<file path="src/sv/sfcr_pkg.sv">
`timescale 1ns / 1ps
// Shared types and constants for the stereo FIR convolution reverb.
// No dependencies; imported by the top level and by sfcr_mix.
package sfcr_pkg;

    // Default sizes
    localparam int SFCR_MAX_TAPS    = 1024;
    localparam int SFCR_SAMPLE_BITS = 16;
    localparam int SFCR_TAP_BITS    = 24;

    // Fixed field widths
    localparam int FUNC_BITS      = 2;
    localparam int TAP_INDEX_BITS = 10;
    localparam int NUM_TAPS_BITS  = 11;
    localparam int IR_CH_BITS     = 2;
    localparam int WET_MIX_BITS   = 17;
    localparam int OUT_GAIN_BITS  = 16;
    localparam int REG_IDX_BITS   = 3;

    // Item function codes
    localparam logic [FUNC_BITS-1:0] FUNC_SAMPLE = 2'd0;
    localparam logic [FUNC_BITS-1:0] FUNC_TAP    = 2'd1;
    localparam logic [FUNC_BITS-1:0] FUNC_CLEAR  = 2'd2;

    // Register indexes (byte address / 4)
    localparam logic [REG_IDX_BITS-1:0] REG_ENABLE   = 3'd0;
    localparam logic [REG_IDX_BITS-1:0] REG_NUM_TAPS = 3'd1;
    localparam logic [REG_IDX_BITS-1:0] REG_IR_CH    = 3'd2;
    localparam logic [REG_IDX_BITS-1:0] REG_WET_MIX  = 3'd3;
    localparam logic [REG_IDX_BITS-1:0] REG_OUT_GAIN = 3'd4;

    // Unity wet fraction in Q1.16
    localparam logic [WET_MIX_BITS-1:0] MIX_ONE = 17'h10000;

    // Mixer settings handed to each channel
    typedef struct packed {
        logic [WET_MIX_BITS-1:0]  wet_mix;
        logic [OUT_GAIN_BITS-1:0] out_gain;
    } t_mix_cfg;

endpackage

</file>
<file path="src/sv/sfcr_mix.sv">
`timescale 1ns / 1ps
// Per-channel output stage: rounds the tap sum to wet, mixes dry and wet,
// applies the output gain and saturates. Depends on sfcr_pkg.
module sfcr_mix #(
    parameter int SAMPLE_BITS = sfcr_pkg::SFCR_SAMPLE_BITS,
    parameter int TAP_BITS    = sfcr_pkg::SFCR_TAP_BITS
) (
    input  logic                          i_clk,
    input  logic                          i_rst_n,
    input  logic                          i_start,
    input  logic signed [63:0]            i_acc,
    input  logic signed [SAMPLE_BITS-1:0] i_dry,
    input  sfcr_pkg::t_mix_cfg            i_cfg,
    output logic                          o_done,
    output logic signed [SAMPLE_BITS-1:0] o_y
);
    import sfcr_pkg::*;

    localparam int WET_BITS = 46;
    localparam int PD_BITS  = SAMPLE_BITS + 18;
    localparam int M_BITS   = 30;
    localparam int G_BITS   = M_BITS + OUT_GAIN_BITS + 1;
    localparam logic signed [63:0] WET_LIM = 64'sd1 <<< 44;
    localparam logic signed [63:0] MIX_LIM = 64'sd1 <<< 28;
    localparam logic signed [63:0] Y_HI    = (64'sd1 <<< (SAMPLE_BITS - 1)) - 64'sd1;
    localparam logic signed [63:0] Y_LO    = -(64'sd1 <<< (SAMPLE_BITS - 1));

    logic [4:0]                    r_vld;
    logic signed [WET_BITS-1:0]    r_wet;
    logic signed [SAMPLE_BITS-1:0] r_dry;
    logic signed [PD_BITS-1:0]     r_pd;
    logic signed [41:0]            r_pl;
    logic signed [40:0]            r_ph;
    logic signed [M_BITS-1:0]      r_m;
    logic signed [G_BITS-1:0]      r_g;
    logic signed [SAMPLE_BITS-1:0] r_y;

    logic signed [63:0]      w_wet_sh;
    logic signed [63:0]      w_wet_c;
    logic [WET_MIX_BITS-1:0] w_wm;
    logic [WET_MIX_BITS-1:0] w_dg;
    logic signed [63:0]      w_mixed;
    logic signed [63:0]      w_m_sh;
    logic signed [63:0]      w_m_c;
    logic signed [63:0]      w_y_sh;
    logic signed [63:0]      w_y_c;

    // Round the tap sum to Q.15 and clamp
    always_comb begin
        w_wet_sh = (i_acc + (64'sd1 <<< (TAP_BITS - 2))) >>> (TAP_BITS - 1);
        if (w_wet_sh > WET_LIM) begin
            w_wet_c = WET_LIM;
        end else if (w_wet_sh < -WET_LIM) begin
            w_wet_c = -WET_LIM;
        end else begin
            w_wet_c = w_wet_sh;
        end
    end

    // Clamp the wet fraction and form the dry fraction
    always_comb begin
        w_wm = (i_cfg.wet_mix > MIX_ONE) ? MIX_ONE : i_cfg.wet_mix;
        w_dg = MIX_ONE - w_wm;
    end

    // Sum the mix terms, round by 16 bits and clamp
    always_comb begin
        w_mixed = 64'(r_pd) + (64'(r_ph) <<< 23) + 64'(r_pl);
        w_m_sh  = (w_mixed + 64'sd32768) >>> 16;
        if (w_m_sh > MIX_LIM) begin
            w_m_c = MIX_LIM;
        end else if (w_m_sh < -MIX_LIM) begin
            w_m_c = -MIX_LIM;
        end else begin
            w_m_c = w_m_sh;
        end
    end

    // Round the gain product by 12 bits and saturate to the sample width
    always_comb begin
        w_y_sh = (64'(r_g) + 64'sd2048) >>> 12;
        if (w_y_sh > Y_HI) begin
            w_y_c = Y_HI;
        end else if (w_y_sh < Y_LO) begin
            w_y_c = Y_LO;
        end else begin
            w_y_c = w_y_sh;
        end
    end

    // Advance the stage valid bits
    always_ff @(posedge i_clk) begin
        if (!i_rst_n) begin
            r_vld <= '0;
        end else begin
            r_vld <= {r_vld[3:0], i_start};
        end
    end

    // Five registered stages; the wet word is split so each product stays narrow
    always_ff @(posedge i_clk) begin
        if (i_start) begin
            r_wet <= WET_BITS'(w_wet_c);
            r_dry <= i_dry;
        end
        if (r_vld[0]) begin
            r_pd <= $signed(r_dry) * $signed({1'b0, w_dg});
            r_pl <= $signed({1'b0, r_wet[22:0]}) * $signed({1'b0, w_wm});
            r_ph <= $signed(r_wet[WET_BITS-1:23]) * $signed({1'b0, w_wm});
        end
        if (r_vld[1]) begin
            r_m <= M_BITS'(w_m_c);
        end
        if (r_vld[2]) begin
            r_g <= r_m * $signed({1'b0, i_cfg.out_gain});
        end
        if (r_vld[3]) begin
            r_y <= SAMPLE_BITS'(w_y_c);
        end
    end

    assign o_done = r_vld[4];
    assign o_y    = r_y;

endmodule

</file>
<file path="config.mk">
export PLATFORM = sky130hd
export DESIGN_NAME = sfcr_mix
export DESIGN_NICKNAME = d
export VERILOG_FILES = /design/src/sv/sfcr_pkg.sv /design/src/sv/sfcr_mix.sv
export SDC_FILE = /design/constraint.sdc
export NUM_CORES = 2
export LEC_CHECK = 0
export BUFFER_PORTS_ARGS = -buffer_cell sky130_fd_sc_hd__buf_2
export CAP_MARGIN = 20
export CORE_MARGIN = 3
export CORE_UTILIZATION = 55
export DETAILED_ROUTE_END_ITERATION = 6
export GPL_ROUTABILITY_DRIVEN = 0
export PLACE_DENSITY = 0.82
export SYNTH_ARGS = -nofsm -noshare
export SYNTH_HDL_FRONTEND = slang
export SYNTH_SLANG_ARGS = --single-unit
</file>
<file path="constraint.sdc">
create_clock -name i_clk -period 14.1 [get_ports i_clk]
set_input_delay 4.23 -clock i_clk [delete_from_list [all_inputs] [get_ports i_clk]]
set_output_delay 4.23 -clock i_clk [all_outputs]
set_load 0.01 [all_outputs]
</file>
# Yosys cells after proc, flatten, opt, wreduce, memory -nomap -nowiden
# Cells that the tools add are included.
# totals
mem_bits_rw	0
input_bits	116
output_inout_bits	17
romBits	0
latchBits	0
memories	0
ff_bits	275
# op_classes
n_lt_le_gt_ge	7
addsub	6
multipliers	4
reduce_logical	2
mux	4
div_mod_pow	0
shift	0
bitwise_logic	0
n_eq_ne	0
# ops
operator	n
adder 34 x 64 -> 64 bit	1
adder 64 x 17 -> 64 bit, second input constant	1
adder 64 x 24 -> 64 bit, second input constant	1
adder 64 x 41 -> 64 bit	1
adder 47 x 13 -> 48 bit, second input constant	1
greater-than comparator 48 x 30 -> 1 bit, second input constant	1
< comparator 48 x 29 -> 1 bit, second input constant	1
multiplier 30 x 17 -> 47 bit	1
greater-than comparator 41 x 46 -> 1 bit, second input constant	1
two-way mux 46 bit	1
< comparator 41 x 45 -> 1 bit, second input constant	1
multiplier 23 x 18 -> 41 bit	1
multiplier 23 x 17 -> 40 bit	1
greater-than comparator 36 x 16 -> 1 bit, second input constant	1
< comparator 36 x 16 -> 1 bit, second input constant	1
multiplier 16 x 18 -> 34 bit	1
two-way mux 30 bit	1
greater-than comparator 17 bit, second input constant	1
two-way mux 17 bit	1
subtractor 17 bit, first input constant	1
two-way mux 16 bit	1
OR reduction 2 bit	2

# Logic depth before layout (Yosys ltp)
# logic_depth
word_depth	5
depth_mapped	38

# Least setup slack after synthesis
# No wires, ideal clock.
# synth_timing
path_kind	in2reg
start	input port i_cfg[16] (netlist bit)
end	register r_pd[31], data pin
stages	35
path_slack_ns	0.803
arrival_ns	13.032
cell_sequence	or3_1 -> or3_1 -> nor3_1 -> nand2_1 -> or3_1 -> o41ai_1 -> and2_1 -> clkbuf_1 -> xnor2_1 -> clkbuf_1 -> nand2_1 -> fa_1 -> fa_1 -> inv_1 -> fa_1 -> inv_1 -> fa_1 -> inv_1 -> fa_1 -> inv_1 -> fa_1 -> inv_1 -> ha_1 -> a21oi_1 -> nor2b_1 -> a211o_1 -> o211ai_1 -> a41o_1 -> a2111oi_0 -> o21a_1 -> o21ai_0 -> a21oi_1 -> a2111oi_0 -> nor3_1 -> xor2_1
# synth_via
elab_chain_cells	4
# synth_rtl
element	line	rtl
from (decl)	sfcr_mix.sv:13	input sfcr_pkg::t_mix_cfg i_cfg,
greater-than comparator 17 bit	sfcr_mix.sv:62	w_wm = (i_cfg.wet_mix > MIX_ONE) ? MIX_ONE : i_cfg.wet_mix;
two-way mux 17 bit *	sfcr_mix.sv:62	
subtractor 17 bit *	sfcr_mix.sv:63	w_dg = MIX_ONE - w_wm;
multiplier 16 x 18 -> 34 bit *	sfcr_mix.sv:107	r_pd <= $signed(r_dry) * $signed({1'b0, w_dg});
to (signal assigned)	sfcr_mix.sv:107	
to (decl)	sfcr_mix.sv:31	logic signed [PD_BITS-1:0] r_pd;
# Mark *: on every way between the ends. The rest lies on a longest branch, timed or not.
# A chain may end at the register's enable or synchronous reset.

# Final worst setup path
# layout_timing
start	input port i_cfg[16] (netlist bit)
end	register r_pd[30], data pin
# The elaborated chain is that of the path after synthesis.

==> flow_metrics.env <==
export IMPL_numCtsBuffers=34
export IMPL_port_buffers=110
export IMPL_start_util=0.556
export IMPL_max_clock_path_buffers=3
export IMPL_cpLargestDelayFamily="adder cells"
export IMPL_post_route_period_util=0.956
export IMPL_cts_max_level=2
export IMPL_r2r_end="r_ph[40]$_DFFE_PP_"
export IMPL_syn_cell_area_um2=65700
export IMPL_track_usage=0.263
export IMPL_violations="design-rule violations"
export IMPL_skew_ns=0.0434
export IMPL_numPlacedInstances=8533
export IMPL_layout_drive_gt1_share=0.0428
export IMPL_die_w_um=352
export IMPL_grt_pass1_wl_mm=262
export IMPL_cp_arrival_ns=13.82
export IMPL_clkTransAtPathRegs_ns=0.06
export IMPL_area_growth_pct=4.61
export IMPL_synth_simple_area_share=0.157
export IMPL_fmax_mhz=74.2
export IMPL_cp_required_ns=14.44
export IMPL_drv_slew=0
export IMPL_hold_viol=0
export IMPL_num_nets_final=9065
export IMPL_final_common_cell="inv_1"
export IMPL_wl_per_cell_um=18.2
export IMPL_cp_max_fo=5
export IMPL_crit_path_start_kind="primary input"
export IMPL_stdcell_count=8599
export IMPL_clk_latency_ns=0.60
export IMPL_final_cell_mix="inv_1, fa_1, nand2_1"
export IMPL_timing_slew_headroom=0.224
export IMPL_holdCritStartpoint="r_vld[1]$_SDFF_PN0_"
export IMPL_vias=48700
export IMPL_async_flop_share=0
export IMPL_vias_per_cell=5.66
export IMPL_initialDrtViolationCount=3651
export IMPL_synth_edf_count=254
export IMPL_yosys_area_share_xor_xnor=0.0313
export IMPL_rsz0062_at_grt="no"
export IMPL_synthCells=7122
export IMPL_num_rows=126
export IMPL_rr_startpoint="r_wet[43]$_DFFE_PP_"
export IMPL_clock_sinks=259
export IMPL_synth_compound_area_frac=0.0629
export IMPL_synth_seq_cells=259
export IMPL_cap_violations=0
export IMPL_synth_fa_ha_area_frac=0.519
export IMPL_setup_viol=0
export IMPL_grt_ovfl_total=0
export IMPL_die_area_um2=124000
export IMPL_r2r_cells=26
export IMPL_cpPeakStageDelay_ns=0.56
export IMPL_ys_flop_type="edfxtp_1"
export IMPL_min_to="r_vld[2]$_SDFF_PN0_"
export IMPL_yosysWarnings=0
export IMPL_nFillCells=9714
export IMPL_synth_seq_area_share=0.118
export IMPL_first_pass_iters=7
export IMPL_crit_type="primary input to register"
export IMPL_worst_pin_slew_ns=1.16
export IMPL_antenna_found_initial=4
export IMPL_cts_tree="built"
export IMPL_whs_path_depth=1
export IMPL_status="finished, violations left"
export IMPL_synth_top_family_by_area="adder cells"
export IMPL_cp_num_buf_inv=5
export IMPL_ios=133
export IMPL_cp_slowest_cell="fa_1"
export IMPL_grt_max_degree=78
export IMPL_muxShareOfSynthArea=0.000781
export IMPL_core_area_um2=118000
export IMPL_ant_nets=0
export IMPL_cp_end_kind="register"
export IMPL_root_buffer="clkbuf_16"
export IMPL_dp_hpwl_mm=124
export IMPL_ctsHoldBuffers=0
export IMPL_fp_dieH_um=352
export IMPL_avgSynthCellArea_um2=9.22
export IMPL_finalSetupTns_ns=0
export IMPL_reg2reg_slack_ns=6.14
export IMPL_remaining_drc_errors=2
export IMPL_min_period_ns=13.48
export IMPL_synth_fp_nets=9152
export IMPL_crit_path_frequent_cell="fa_1"
export IMPL_grt_pass1_vias=53200
export IMPL_hold_class="register to register"
export IMPL_routed_wl_mm=157
export IMPL_yosysUniqueCellTypes=87
==> cell families after synthesis <==
logic type	count (synthesis)
buffers and inverters	1945
XOR/XNOR	235
AND/OR/NAND/NOR	2142
adder cells (fa/ha/maj)	1914
multiplexers	5
flip-flops	259
AO/OA/AOI/OAI	622
==> worst max path at each step <==
stage	slack (ns)	cells past startpoint	start	end
after global routing	0.05	35	i_cfg[16]	r_pd[30]$_DFFE_PP_
final	0.62	35	i_cfg[16]	r_pd[30]$_DFFE_PP_
after floorplan	0.80	35	i_cfg[16]	r_pd[31]$_DFFE_PP_
after global placement	0.17	35	i_cfg[16]	r_pd[30]$_DFFE_PP_
after CTS	0.65	35	i_cfg[16]	r_pd[30]$_DFFE_PP_
after detailed placement	0.07	35	i_cfg[16]	r_pd[30]$_DFFE_PP_
==> stage by stage <==
stage	cell area [um2]	utilization	hold WS (ns)	setup slack, ns
final	68700	0.581	0.482	0.624
after detailed placement	67600	0.572	0.483	0.0694
after global routing	68700	0.581	0.511	0.0475
after floorplan	65700	-	0.610	0.803
after CTS	68700	0.581	0.498	0.652
after global placement	67600	0.572	0.444	0.173
==> synth_stat cells (29+ instances only) <==
cell type | count | area share
nor2b_1 | 44 | 0.0042
ha_1 | 561 | 0.11
nor3_1 | 57 | 0.0043
inv_1 | 1647 | 0.094
a211oi_1 | 29 | 0.0033
nor2_1 | 160 | 0.0091
edfxtp_1 | 254 | 0.12
nand3_1 | 87 | 0.0066
a21o_1 | 100 | 0.011
xnor2_1 | 153 | 0.020
o21ai_0 | 109 | 0.0083
fa_1 | 1353 | 0.41
and3_1 | 57 | 0.0054
nand4_1 | 45 | 0.0043
nand2_1 | 1068 | 0.061
a21oi_1 | 161 | 0.012
xor2_1 | 82 | 0.011
o21a_1 | 30 | 0.0034
and2_1 | 512 | 0.049
clkbuf_1 | 265 | 0.015
nand2b_1 | 29 | 0.0028
==> worst reg2reg max path, delay by kind of cell, from the launching register on <==
| family | cells | cell delay [ns] |
|---|---|---|
| xor+xnor | 1 | 0.12 |
| simple gates | 4 | 0.84 |
| flops | 1 | 0.84 |
| buf+inv | 7 | 0.78 |
| compound gates | 7 | 1.43 |
| fa+ha+maj | 7 | 3.70 |
==> repair_timing <==
action / 4_1_cts / 5_1_grt
setup endpoints to repair: 0 / 2
buffers inserted: 0 / 0
gates resized for setup: 0 / 1
==> registers in the layout (all words and copies together) (netlist names) <==
register,count
o_y,16
r_vld,5
r_dry,16
r_m,30
r_wet,41
r_pd,34
r_g,36
r_pl,40
r_ph,41
==> per-layer routing <==
layer / global-route usage / vias up / wire length (um)
met5: 0 / - / 0
met4: 0.0996 / 0 / 6330
met3: 0.0518 / 499 / 14800
met2: 0.446 / 2392 / 75600
met1: 0.335 / 24300 / 59800
li1: - / 21400 / -
==> layout make-up <==
cell class | count | area (um2) | area share
Multi-Input combinational cell | 4918 | 50700 | 0.738
Clock buffer | 39 | 901 | 0.0131
Clock inverter | 21 | 166 | 0.00242
Sequential cell | 259 | 7730 | 0.113
Inverter | 1647 | 6180 | 0.0900
Tap cell | 1536 | 1920 | 0.0280
Timing Repair Buffer | 175 | 1090 | 0.0159
Antenna cell | 4 | 10.0 | 0.000146
Power is not shown: default switching activity piles up to over one toggle a cycle in this logic, so the estimate is an artifact.
